**src/hdl/button_gesture_pwm_duty_tracker_core_defines.svh**
```systemverilog
// ----------------------------------------------------------------------------
// Button gesture / PWM duty tracker - assertion macros
// Shared property wrappers for the core's concurrent checks.
// ----------------------------------------------------------------------------
`ifndef BUTTON_GESTURE_PWM_DUTY_TRACKER_CORE_DEFINES_SVH
`define BUTTON_GESTURE_PWM_DUTY_TRACKER_CORE_DEFINES_SVH

// same-cycle implication, checked outside reset
`define BGPDT_ASSERT_NOW(label, ante, cons, msg) \
	label: assert property (@(posedge clk) disable iff (!arst_n) (ante) |-> (cons)) \
		else $error(msg);

// next-cycle implication, checked outside reset
`define BGPDT_ASSERT_NEXT(label, ante, cons, msg) \
	label: assert property (@(posedge clk) disable iff (!arst_n) (ante) |=> (cons)) \
		else $error(msg);

`endif

```
**src/hdl/bgpdt_pkg.sv**
```systemverilog
// ----------------------------------------------------------------------------
// bgpdt_pkg
// Types, constants and helpers shared by the gesture / duty tracker core.
// ----------------------------------------------------------------------------
package bgpdt_pkg;

	// register indexes on the write port
	localparam logic [2:0] REG_DEBOUNCE = 3'd0;
	localparam logic [2:0] REG_WINDOW   = 3'd1;
	localparam logic [2:0] REG_HOLD     = 3'd2;
	localparam logic [2:0] REG_BLINK    = 3'd3;
	localparam logic [2:0] REG_PERIOD   = 3'd4;
	localparam logic [2:0] REG_HALF     = 3'd5;

	// register reset values
	localparam logic [3:0] RST_DEBOUNCE = 4'd2;
	localparam logic [7:0] RST_WINDOW   = 8'd40;
	localparam logic [7:0] RST_HOLD     = 8'd20;
	localparam logic [7:0] RST_BLINK    = 8'd20;
	localparam logic [7:0] RST_PERIOD   = 8'd120;
	localparam logic [6:0] RST_HALF     = 7'd50;

	// reported action codes
	localparam logic [2:0] ACT_ON    = 3'd0;
	localparam logic [2:0] ACT_OFF   = 3'd1;
	localparam logic [2:0] ACT_IDLE  = 3'd2;
	localparam logic [2:0] ACT_HALF  = 3'd3;
	localparam logic [2:0] ACT_TRACK = 3'd4;

	// gesture thresholds and duty limit
	localparam logic [7:0] EDGE_HALF_MIN = 8'd2;
	localparam logic [7:0] EDGE_HALF_MAX = 8'd4;
	localparam logic [6:0] DUTY_MAX      = 7'd100;

	// x/100 as (x * RECIP) >> RECIP_SHIFT, exact for x below 43690
	localparam logic [15:0] RECIP       = 16'd41944;
	localparam int          RECIP_SHIFT = 22;

	// controller mode; the idle variants remember what continues
	typedef enum logic [6:0] {
		MODE_ON        = 7'b0000001,
		MODE_OFF       = 7'b0000010,
		MODE_IDLE      = 7'b0000100,
		MODE_HALF      = 7'b0001000,
		MODE_TRACK     = 7'b0010000,
		MODE_IDLE_TRK  = 7'b0100000,
		MODE_IDLE_HALF = 7'b1000000
	} mode_t;

	typedef struct packed {
		logic [3:0] debounce_ticks;
		logic [7:0] window_ticks;
		logic [7:0] hold_ticks_min;
		logic [7:0] blink_tick;
		logic [7:0] period_counts;
		logic [6:0] half_percent;
	} cfg_t;

	// pipeline advance / input beat taken
	typedef struct packed {
		logic adv;
		logic take;
	} ctl_t;

	// result fields other than the compare value
	typedef struct packed {
		logic [2:0] action_code;
		logic       power_on;
		logic       pwm_enable;
		logic       led_level;
		logic [6:0] duty_percent;
	} stage_t;

	function automatic logic [7:0] sat_inc8(input logic [7:0] v);
		return (v == 8'hFF) ? v : v + 8'd1;
	endfunction

	function automatic logic [2:0] action_of(input mode_t m);
		logic [2:0] a;
		unique case (m)
			MODE_ON:    a = ACT_ON;
			MODE_OFF:   a = ACT_OFF;
			MODE_HALF:  a = ACT_HALF;
			MODE_TRACK: a = ACT_TRACK;
			default:    a = ACT_IDLE;
		endcase
		return a;
	endfunction

endpackage

```
**src/hdl/bgpdt_if.sv**
```systemverilog
// ----------------------------------------------------------------------------
// bgpdt channel interfaces
// Valid/ready channels for input items and result items.
// ----------------------------------------------------------------------------
interface bgpdt_in_if;
	logic valid;
	logic ready;
	logic func;
	logic button_level;
	logic feedback_level;

	modport source (output valid, func, button_level, feedback_level, input ready);
	modport sink (input valid, func, button_level, feedback_level, output ready);
endinterface

interface bgpdt_out_if;
	logic       valid;
	logic       ready;
	logic [2:0] action_code;
	logic       power_on;
	logic       pwm_enable;
	logic       led_level;
	logic [6:0] duty_percent;
	logic [7:0] compare_value;

	modport source (output valid, action_code, power_on, pwm_enable, led_level,
		duty_percent, compare_value, input ready);
	modport sink (input valid, action_code, power_on, pwm_enable, led_level,
		duty_percent, compare_value, output ready);
endinterface

```
**src/hdl/bgpdt_gesture.sv**
```systemverilog
// ----------------------------------------------------------------------------
// bgpdt_gesture
// Debounce, gesture window classification and duty tracking; stage 1.
// ----------------------------------------------------------------------------
module bgpdt_gesture (
	input  logic                clk,
	input  logic                arst_n,
	input  bgpdt_pkg::cfg_t     cfg,
	input  bgpdt_pkg::ctl_t     ctl,
	input  logic                func,
	input  logic                button_level,
	input  logic                feedback_level,
	output logic                valid_s1,
	output bgpdt_pkg::stage_t   stage_s1
);
	import bgpdt_pkg::*;

	// controller state
	logic [7:0] tiw_q;
	logic [3:0] stable_q;
	logic       prev_raw_q;
	logic       clean_q;
	logic       prev_clean_q;
	logic [7:0] held_q;
	logic [7:0] edge_q;
	mode_t      mode_q;
	logic       running_q;
	logic       pwm_q;
	logic       led_q;
	logic [6:0] duty_q;

	// next state
	logic [7:0] tiw_d;
	logic [3:0] stable_d;
	logic       clean_d;
	logic [7:0] held_d;
	logic [7:0] edge_d;
	mode_t      mode_d;
	logic       running_d;
	logic       pwm_d;
	logic       led_d;
	logic [6:0] duty_d;
	logic       tracking;

	assign tracking = (mode_q == MODE_ON) || (mode_q == MODE_TRACK) ||
		(mode_q == MODE_IDLE_TRK);

	always_comb begin
		tiw_d     = tiw_q;
		stable_d  = stable_q;
		clean_d   = clean_q;
		held_d    = held_q;
		edge_d    = edge_q;
		mode_d    = mode_q;
		running_d = running_q;
		pwm_d     = pwm_q;
		led_d     = led_q;
		duty_d    = duty_q;
		if (!func) begin
			// window tick
			tiw_d = sat_inc8(tiw_q);
			if (mode_q == MODE_HALF && tiw_d == cfg.blink_tick)
				led_d = ~led_q;

			// debounce against previous raw sample; count caps at 15
			if (button_level == prev_raw_q)
				stable_d = (stable_q == 4'hF) ? stable_q : stable_q + 4'd1;
			else
				stable_d = '0;
			if (stable_d >= cfg.debounce_ticks)
				clean_d = button_level;

			// held ticks and clean edges
			if (!clean_d && !prev_clean_q)
				held_d = sat_inc8(held_q);
			else if (clean_d != prev_clean_q)
				edge_d = sat_inc8(edge_q);

			// window end: classify and clear counters
			if (tiw_d >= cfg.window_ticks) begin
				if (held_d >= cfg.hold_ticks_min) begin
					if (running_q) begin
						mode_d    = MODE_OFF;
						running_d = 1'b0;
						pwm_d     = 1'b0;
						led_d     = 1'b0;
					end else begin
						mode_d    = MODE_ON;
						running_d = 1'b1;
						pwm_d     = 1'b1;
						led_d     = 1'b1;
					end
				end else if (edge_d >= EDGE_HALF_MIN && edge_d <= EDGE_HALF_MAX) begin
					mode_d    = MODE_HALF;
					running_d = 1'b1;
					duty_d    = (cfg.half_percent > DUTY_MAX) ? DUTY_MAX : cfg.half_percent;
				end else if (edge_d > EDGE_HALF_MAX) begin
					mode_d    = MODE_TRACK;
					running_d = 1'b1;
					pwm_d     = 1'b1;
					led_d     = 1'b1;
				end else if (tracking) begin
					mode_d = MODE_IDLE_TRK;
				end else if (mode_q == MODE_HALF || mode_q == MODE_IDLE_HALF) begin
					mode_d = MODE_IDLE_HALF;
				end else begin
					mode_d = MODE_IDLE;
				end
				tiw_d  = '0;
				held_d = '0;
				edge_d = '0;
			end
		end else if (tracking) begin
			// control step: step duty against feedback
			if (feedback_level) begin
				if (duty_q != '0)
					duty_d = duty_q - 7'd1;
			end else if (duty_q < DUTY_MAX) begin
				duty_d = duty_q + 7'd1;
			end
		end
	end

	// state registers, updated on each accepted beat
	always_ff @(posedge clk or negedge arst_n) begin
		if (!arst_n) begin
			tiw_q        <= '0;
			stable_q     <= '0;
			prev_raw_q   <= 1'b1;
			clean_q      <= 1'b1;
			prev_clean_q <= 1'b1;
			held_q       <= '0;
			edge_q       <= '0;
			mode_q       <= MODE_OFF;
			running_q    <= 1'b0;
			pwm_q        <= 1'b0;
			led_q        <= 1'b0;
			duty_q       <= RST_HALF;
		end else if (ctl.take) begin
			tiw_q      <= tiw_d;
			stable_q   <= stable_d;
			clean_q    <= clean_d;
			held_q     <= held_d;
			edge_q     <= edge_d;
			mode_q     <= mode_d;
			running_q  <= running_d;
			pwm_q      <= pwm_d;
			led_q      <= led_d;
			duty_q     <= duty_d;
			if (!func) begin
				prev_raw_q   <= button_level;
				prev_clean_q <= clean_d;
			end
		end
	end

	// stage 1 valid
	always_ff @(posedge clk or negedge arst_n) begin
		if (!arst_n)
			valid_s1 <= 1'b0;
		else if (ctl.adv)
			valid_s1 <= ctl.take;
	end

	// stage 1 payload: fields from the updated state
	always_ff @(posedge clk) begin
		if (ctl.adv) begin
			stage_s1.action_code  <= action_of(mode_d);
			stage_s1.power_on     <= running_d;
			stage_s1.pwm_enable   <= pwm_d;
			stage_s1.led_level    <= led_d;
			stage_s1.duty_percent <= duty_d;
		end
	end

endmodule

```
**src/hdl/bgpdt_compare.sv**
```systemverilog
// ----------------------------------------------------------------------------
// bgpdt_compare
// PWM compare value: period*duty in stage 2, /100 and negate in stage 3.
// ----------------------------------------------------------------------------
module bgpdt_compare (
	input  logic              clk,
	input  logic              arst_n,
	input  bgpdt_pkg::ctl_t   ctl,
	input  logic [7:0]        period_counts,
	input  logic              valid_s1,
	input  bgpdt_pkg::stage_t stage_s1,
	output logic              valid_s3,
	output bgpdt_pkg::stage_t stage_s3,
	output logic [7:0]        compare_s3
);
	import bgpdt_pkg::*;

	logic        valid_s2;
	stage_t      stage_s2;
	logic [14:0] prod_s2;
	logic [14:0] prod;
	logic [30:0] scaled;
	logic [7:0]  counts;

	// period * duty, at most 25500
	assign prod = {7'd0, period_counts} * {8'd0, stage_s1.duty_percent};

	// counts = prod / 100 by reciprocal; reload + period wraps to zero
	assign scaled = {16'd0, prod_s2} * {15'd0, RECIP};
	assign counts = scaled[RECIP_SHIFT +: 8];

	always_ff @(posedge clk or negedge arst_n) begin
		if (!arst_n) begin
			valid_s2 <= 1'b0;
			valid_s3 <= 1'b0;
		end else if (ctl.adv) begin
			valid_s2 <= valid_s1;
			valid_s3 <= valid_s2;
		end
	end

	always_ff @(posedge clk) begin
		if (ctl.adv) begin
			stage_s2   <= stage_s1;
			prod_s2    <= prod;
			stage_s3   <= stage_s2;
			compare_s3 <= 8'd0 - counts;
		end
	end

endmodule

```
**src/hdl/button_gesture_pwm_duty_tracker_core.sv**
```systemverilog
// ----------------------------------------------------------------------------
// button_gesture_pwm_duty_tracker_core
// Debounced button gesture classifier driving a PWM duty tracker.
// ----------------------------------------------------------------------------
//  channel  | dir | handshake    | payload
//  item     | in  | valid/ready  | func, button_level, feedback_level
//  result   | out | valid/ready  | action_code, power_on, pwm_enable,
//           |     |              | led_level, duty_percent, compare_value
//  wr_*     | in  | wr_en only   | wr_index (3 b), wr_data (8 b)
//
// One beat per cycle while the result is not stalled; each item's result
// passes through three register stages (state update, period*duty multiply,
// reciprocal divide by 100) before it is valid.
// A stalled result freezes all three stages; item.ready is low only then.
// Reset loads the register defaults and the controller state at once.
// ----------------------------------------------------------------------------
`include "button_gesture_pwm_duty_tracker_core_defines.svh"

module button_gesture_pwm_duty_tracker_core (
	input  logic       clk,
	input  logic       arst_n,
	bgpdt_in_if.sink   item,
	bgpdt_out_if.source result,
	input  logic       wr_en,
	input  logic [2:0] wr_index,
	input  logic [7:0] wr_data
);
	import bgpdt_pkg::*;

	cfg_t       cfg_q;
	ctl_t       ctl;
	logic       valid_s1;
	stage_t     stage_s1;
	logic       valid_s3;
	stage_t     stage_s3;
	logic [7:0] compare_s3;

	// pipeline moves unless a result is held
	assign ctl.adv    = !valid_s3 || result.ready;
	assign ctl.take   = item.valid && ctl.adv;
	assign item.ready = ctl.adv;

	// configuration registers
	always_ff @(posedge clk or negedge arst_n) begin
		if (!arst_n) begin
			cfg_q.debounce_ticks <= RST_DEBOUNCE;
			cfg_q.window_ticks   <= RST_WINDOW;
			cfg_q.hold_ticks_min <= RST_HOLD;
			cfg_q.blink_tick     <= RST_BLINK;
			cfg_q.period_counts  <= RST_PERIOD;
			cfg_q.half_percent   <= RST_HALF;
		end else if (wr_en) begin
			unique case (wr_index)
				REG_DEBOUNCE: cfg_q.debounce_ticks <= wr_data[3:0];
				REG_WINDOW:   cfg_q.window_ticks   <= wr_data;
				REG_HOLD:     cfg_q.hold_ticks_min <= wr_data;
				REG_BLINK:    cfg_q.blink_tick     <= wr_data;
				REG_PERIOD:   cfg_q.period_counts  <= wr_data;
				REG_HALF:     cfg_q.half_percent   <= wr_data[6:0];
				default: ;
			endcase
		end
	end

	bgpdt_gesture u_gesture (
		.clk            (clk),
		.arst_n         (arst_n),
		.cfg            (cfg_q),
		.ctl            (ctl),
		.func           (item.func),
		.button_level   (item.button_level),
		.feedback_level (item.feedback_level),
		.valid_s1       (valid_s1),
		.stage_s1       (stage_s1)
	);

	bgpdt_compare u_compare (
		.clk           (clk),
		.arst_n        (arst_n),
		.ctl           (ctl),
		.period_counts (cfg_q.period_counts),
		.valid_s1      (valid_s1),
		.stage_s1      (stage_s1),
		.valid_s3      (valid_s3),
		.stage_s3      (stage_s3),
		.compare_s3    (compare_s3)
	);

	// result drive
	assign result.valid         = valid_s3;
	assign result.action_code   = stage_s3.action_code;
	assign result.power_on      = stage_s3.power_on;
	assign result.pwm_enable    = stage_s3.pwm_enable;
	assign result.led_level     = stage_s3.led_level;
	assign result.duty_percent  = stage_s3.duty_percent;
	assign result.compare_value = compare_s3;

	// checks
	`BGPDT_ASSERT_NEXT(a_take_fills_s1, ctl.take, valid_s1, "accepted beat did not reach stage 1")
	`BGPDT_ASSERT_NOW(a_duty_range, result.valid, result.duty_percent <= DUTY_MAX, "duty above limit")
	`BGPDT_ASSERT_NOW(a_off_quiet, result.valid && !result.power_on, !result.pwm_enable && !result.led_level, "pwm or led active while off")

endmodule

```
**src/flat_wrapper.sv**
```systemverilog
// flat-port wrapper written by rule: the top's interface ports become plain ports
module button_gesture_pwm_duty_tracker_core_flat import bgpdt_pkg::*;
  (clk, arst_n, wr_en, wr_index, wr_data, item_valid, item_func, item_button_level, item_feedback_level, item_ready, result_valid, result_action_code, result_power_on, result_pwm_enable, result_led_level, result_duty_percent, result_compare_value, result_ready);
  bgpdt_in_if item_i ();
  bgpdt_out_if result_i ();
  input  logic clk;
  input  logic arst_n;
  input  logic wr_en;
  input  logic [2:0] wr_index;
  input  logic [7:0] wr_data;
  input wire logic [$bits(item_i.valid)-1:0] item_valid;
  input wire logic [$bits(item_i.func)-1:0] item_func;
  input wire logic [$bits(item_i.button_level)-1:0] item_button_level;
  input wire logic [$bits(item_i.feedback_level)-1:0] item_feedback_level;
  output wire logic [$bits(item_i.ready)-1:0] item_ready;
  output wire logic [$bits(result_i.valid)-1:0] result_valid;
  output wire logic [$bits(result_i.action_code)-1:0] result_action_code;
  output wire logic [$bits(result_i.power_on)-1:0] result_power_on;
  output wire logic [$bits(result_i.pwm_enable)-1:0] result_pwm_enable;
  output wire logic [$bits(result_i.led_level)-1:0] result_led_level;
  output wire logic [$bits(result_i.duty_percent)-1:0] result_duty_percent;
  output wire logic [$bits(result_i.compare_value)-1:0] result_compare_value;
  input wire logic [$bits(result_i.ready)-1:0] result_ready;
  assign item_i.valid = item_valid;
  assign item_i.func = item_func;
  assign item_i.button_level = item_button_level;
  assign item_i.feedback_level = item_feedback_level;
  assign item_ready = item_i.ready;
  assign result_valid = result_i.valid;
  assign result_action_code = result_i.action_code;
  assign result_power_on = result_i.power_on;
  assign result_pwm_enable = result_i.pwm_enable;
  assign result_led_level = result_i.led_level;
  assign result_duty_percent = result_i.duty_percent;
  assign result_compare_value = result_i.compare_value;
  assign result_i.ready = result_ready;
  button_gesture_pwm_duty_tracker_core u_core (.clk(clk), .arst_n(arst_n), .item(item_i), .result(result_i), .wr_en(wr_en), .wr_index(wr_index), .wr_data(wr_data));
endmodule
```
**config.mk**
```make
export PLATFORM = sky130hd
export DESIGN_NAME = button_gesture_pwm_duty_tracker_core_flat
export DESIGN_NICKNAME = d
export VERILOG_FILES = /design/src/hdl/bgpdt_pkg.sv /design/src/hdl/bgpdt_if.sv /design/src/hdl/bgpdt_gesture.sv /design/src/hdl/bgpdt_compare.sv /design/src/hdl/button_gesture_pwm_duty_tracker_core.sv /design/src/flat_wrapper.sv
export VERILOG_INCLUDE_DIRS = /design/src /design/src/hdl
export SDC_FILE = /design/constraint.sdc
export NUM_CORES = 1
export LEC_CHECK = 0
export ABC_AREA = 1
export BUFFER_PORTS_ARGS = -buffer_cell sky130_fd_sc_hd__buf_2
export CORE_ASPECT_RATIO = 0.8
export CORE_UTILIZATION = 55
export DETAILED_ROUTE_END_ITERATION = 10
export GPL_ROUTABILITY_DRIVEN = 0
export PLACE_DENSITY_LB_ADDON = 0.12
export SLEW_MARGIN = 30
export SYNTH_ARGS = -nofsm -noshare
export SYNTH_HDL_FRONTEND = slang
export SYNTH_SLANG_ARGS = --single-unit
```
**constraint.sdc**
```tcl
create_clock -name clk -period 15.52 [get_ports clk]
set_clock_uncertainty 0.15 [all_clocks]
set_input_delay 0.776 -clock clk [delete_from_list [all_inputs] [get_ports clk]]
set_output_delay 0.776 -clock clk [all_outputs]
set_load 0.05 [all_outputs]
```
==> run metrics <==
Hold Crit Class=primary input to asynchronous set/reset pin; first-pass GRT wire length=48,890 um; max cap viols=0; Worst R2R End=u_core.u_gesture.stage_s1[11]; drt wl/cell=14.50 um; Clk pin slew, worst setup/hold paths=0.07 ns; vias per std cell=5.207; Worst Setup Start Kind=flip-flop; Finished Core Util=0.6042; initial antenna violation count=0; clock tree buffer depth=2; Via Count=10,352; worst slack on hold paths=0.07854 ns; global route total overflow=0; synthesis-to-finish area growth=7.844%; TritonRoute pass-1 iters=5; Arr. time, crit path=5.34 ns; Critical R2R Launch=u_core.u_gesture.stable_q[0]; Syn Inst Count=1,626; Synth area leaders=ha_1 (15%), fa_1 (14%), edfxtp_1 (14%); synth unique cells=46; Buf/Inv on CP=6; crit-path leading delay family=simple AND/OR/NAND/NOR gates; EDFF count, synth=62; Skew-Pair Late Insertion Delay=0.44 ns; CTS tree=done; syn_area_per_cell=8.377 sq um; WP data required=15.56 ns; Worst Reg-to-Reg Cells=33; WS Path Type=flip-flop to flip-flop; IO Port Bufs=41; CTS Buf Count=17; Seq/Total Area, Yosys=0.3113; Critical Path Most Common Cell=nand2_1; mapped cell area=13,620 sq um; Finish-stage setup viols=0; Horiz. Die Dim=178.0 um; Synth Warn #=0; critical path's slowest cell=dfrtp_1; post_cts resized=0; Total GRT Usage=0.2463; initial DRC count=695; status=completed; Synth top area share=0.1470; Fill cells=2,184; die area=25,400 sq um; Period Utilization, post-route=0.3411; FMAX=188.9 MHz; total routed wirelength=28,820 um; dominant synthesized flop cell=dfrtp_1; Syn Nets=1,902; Async SR Flop Fraction=0.6026; die height=142.8 um; H-tree depth=4; Final Max Slew Viols=0; CTS sink cnt=156; top-level I/O count=42; FF+latch count, synth=156; Setup Buffers After CTS=0; unrepaired setup endpoints after global routing=false; final setup TNS=0 ns; remaining antenna violation count=0; Ant. Diodes=0; largest net degree at the start of global routing=75; Crit Path Max Fanout=7; CTS root buf=clkbuf_16; Hold Violations, Final=0; nets=1,933; share of cells above drive strength 1=0.07964; crit-path max cell delay=0.42 ns; Initial Utilization=0.5603; num rows=51; core area=24,310 sq um; Rel. slew slack=0.4266; crit end category=flip-flop; shortest period the worst path allows=5.294 ns; hpwl dp=22,520 um; vias in the first global route=9,863; Worst Max-Slew Pin Slew=0.8602 ns; DRC Markers=0; R2R setup slack=10.23 ns; Synth area leader=ha_1; Hold-fix buffers, CTS=0
-- metrics by stage --
step	cell area, sq um	cells	setup WS [ns]
after global routing	14690	1988	9.680
after CTS	14690	1988	10.27
after detailed placement	14120	1956	9.883
final	14690	1988	10.23
after floorplan	13620	1626	10.66
after global placement	14120	1956	10.13
-- registers in the layout (all words and copies together) (netlist names) --
signal                         flops
u_core.cfg_q                      43
u_core.u_compare.compare_s3        8
u_core.u_compare.prod_s2          15
u_core.u_compare.stage_s2         13
u_core.u_compare.stage_s3         13
u_core.u_compare.valid_s2          1
u_core.u_compare.valid_s3          1
u_core.u_gesture.clean_q           1
u_core.u_gesture.duty_q            7
u_core.u_gesture.edge_q            8
u_core.u_gesture.held_q            8
u_core.u_gesture.led_q             1
u_core.u_gesture.mode_q            7
u_core.u_gesture.prev_clean_q      1
u_core.u_gesture.prev_raw_q        1
u_core.u_gesture.pwm_q             1
u_core.u_gesture.running_q         1
u_core.u_gesture.stable_q          4
u_core.u_gesture.stage_s1         13
u_core.u_gesture.tiw_q             8
u_core.u_gesture.valid_s1          1
-- cell type report --
| type | instances | area, sq um | area share |
|---|---|---|---|
| Clock buffer | 20 | 456.7 | 0.03109 |
| Clock inverter | 12 | 113.9 | 0.007751 |
| Inverter | 338 | 1274 | 0.08670 |
| Multi-Input combinational cell | 1100 | 7974 | 0.5428 |
| Sequential cell | 156 | 4240 | 0.2886 |
| Tap cell | 318 | 397.9 | 0.02708 |
| Timing Repair Buffer | 44 | 234.0 | 0.01593 |
-- logic make-up (layout without fill, tap and decap cells) --
| group | Yosys count | in the layout | share of synthesized area |
|---|---|---|---|
| and+or+nand+nor | 583 | 583 | 0.1812 |
| buffers and inverters | 370 | 414 | 0.1035 |
| adders and majority gates | 257 | 257 | 0.2895 |
| AOI/OAI and AO/OA | 219 | 219 | 0.08809 |
| DFF | 156 | 156 | 0.3113 |
| xor gates and xnor gates | 41 | 41 | 0.02636 |
-- worst register-to-register path: cells and delay by family (launching register included) --
family	cells	cell delay, ns
adders and majority gates	3	0.83
buffers and inverters	6	0.43
DFF	1	0.42
AOI/OAI and AO/OA	7	0.96
and+or+nand+nor	17	2.25
-- layer usage --
layer  track usage  up-vias  routed length, um
met5             0        -                  0
li1              -     5221                  -
met3       0.04420       22               1331
met4       0.05848        0                295
met2        0.3688      182              12290
met1        0.3683     4927              14910
-- worst max-delay path by stage --
| stage | startpoint | end | slack, ns | cells past startpoint |
|---|---|---|---|---|
| detailed placement | item_button_level | u_core.u_gesture.stage_s1[11] | 9.88 | 33 |
| floorplan | u_core.u_compare.prod_s2[8] | u_core.u_compare.compare_s3[6] | 10.66 | 21 |
| finish | u_core.u_gesture.stable_q[0] | u_core.u_gesture.stage_s1[11] | 10.23 | 33 |
| global placement | item_button_level | u_core.u_gesture.stage_s1[11] | 10.13 | 33 |
| global route | u_core.u_gesture.stable_q[0] | u_core.u_gesture.stage_s1[11] | 9.68 | 33 |
| CTS | u_core.u_gesture.stable_q[0] | u_core.u_gesture.stage_s1[11] | 10.27 | 33 |
-- synth_stat cells, drive strengths merged, types with 2 or more instances --
cell / number
a21o: 7
a21oi: 63
a31oi: 7
buf: 8
clkbuf: 24
clkinv: 2
dfrtp: 73
dfstp: 21
edfxtp: 62
fa: 97
ha: 160
inv: 336
nand2: 376
nand3: 63
nand3b: 8
nand4: 18
nor2: 93
nor3: 18
o21a: 3
o21ai: 110
o21bai: 2
o22ai: 18
o31ai: 5
or2: 4
xnor2: 11
xor2: 30
-- layout by cell type, fill, tap and decap left out, drive strengths merged, types with 5 or more instances in the layout --
cell and instances:
a31oi 7, o21ai 110, o31ai 5, o22ai 18
inv 340, nor2 93, dfstp 21, a21o 7
nand2 376, ha 160, fa 97, nand3 63
clkinv 9, nor3 18, xnor2 11, nand3b 8
buf 44, nand4 18, a21oi 63, dfrtp 73
xor2 30, edfxtp 62, clkbuf 20
Power is not shown: default switching activity piles up to over one toggle a cycle in this logic, so the estimate is an artifact.
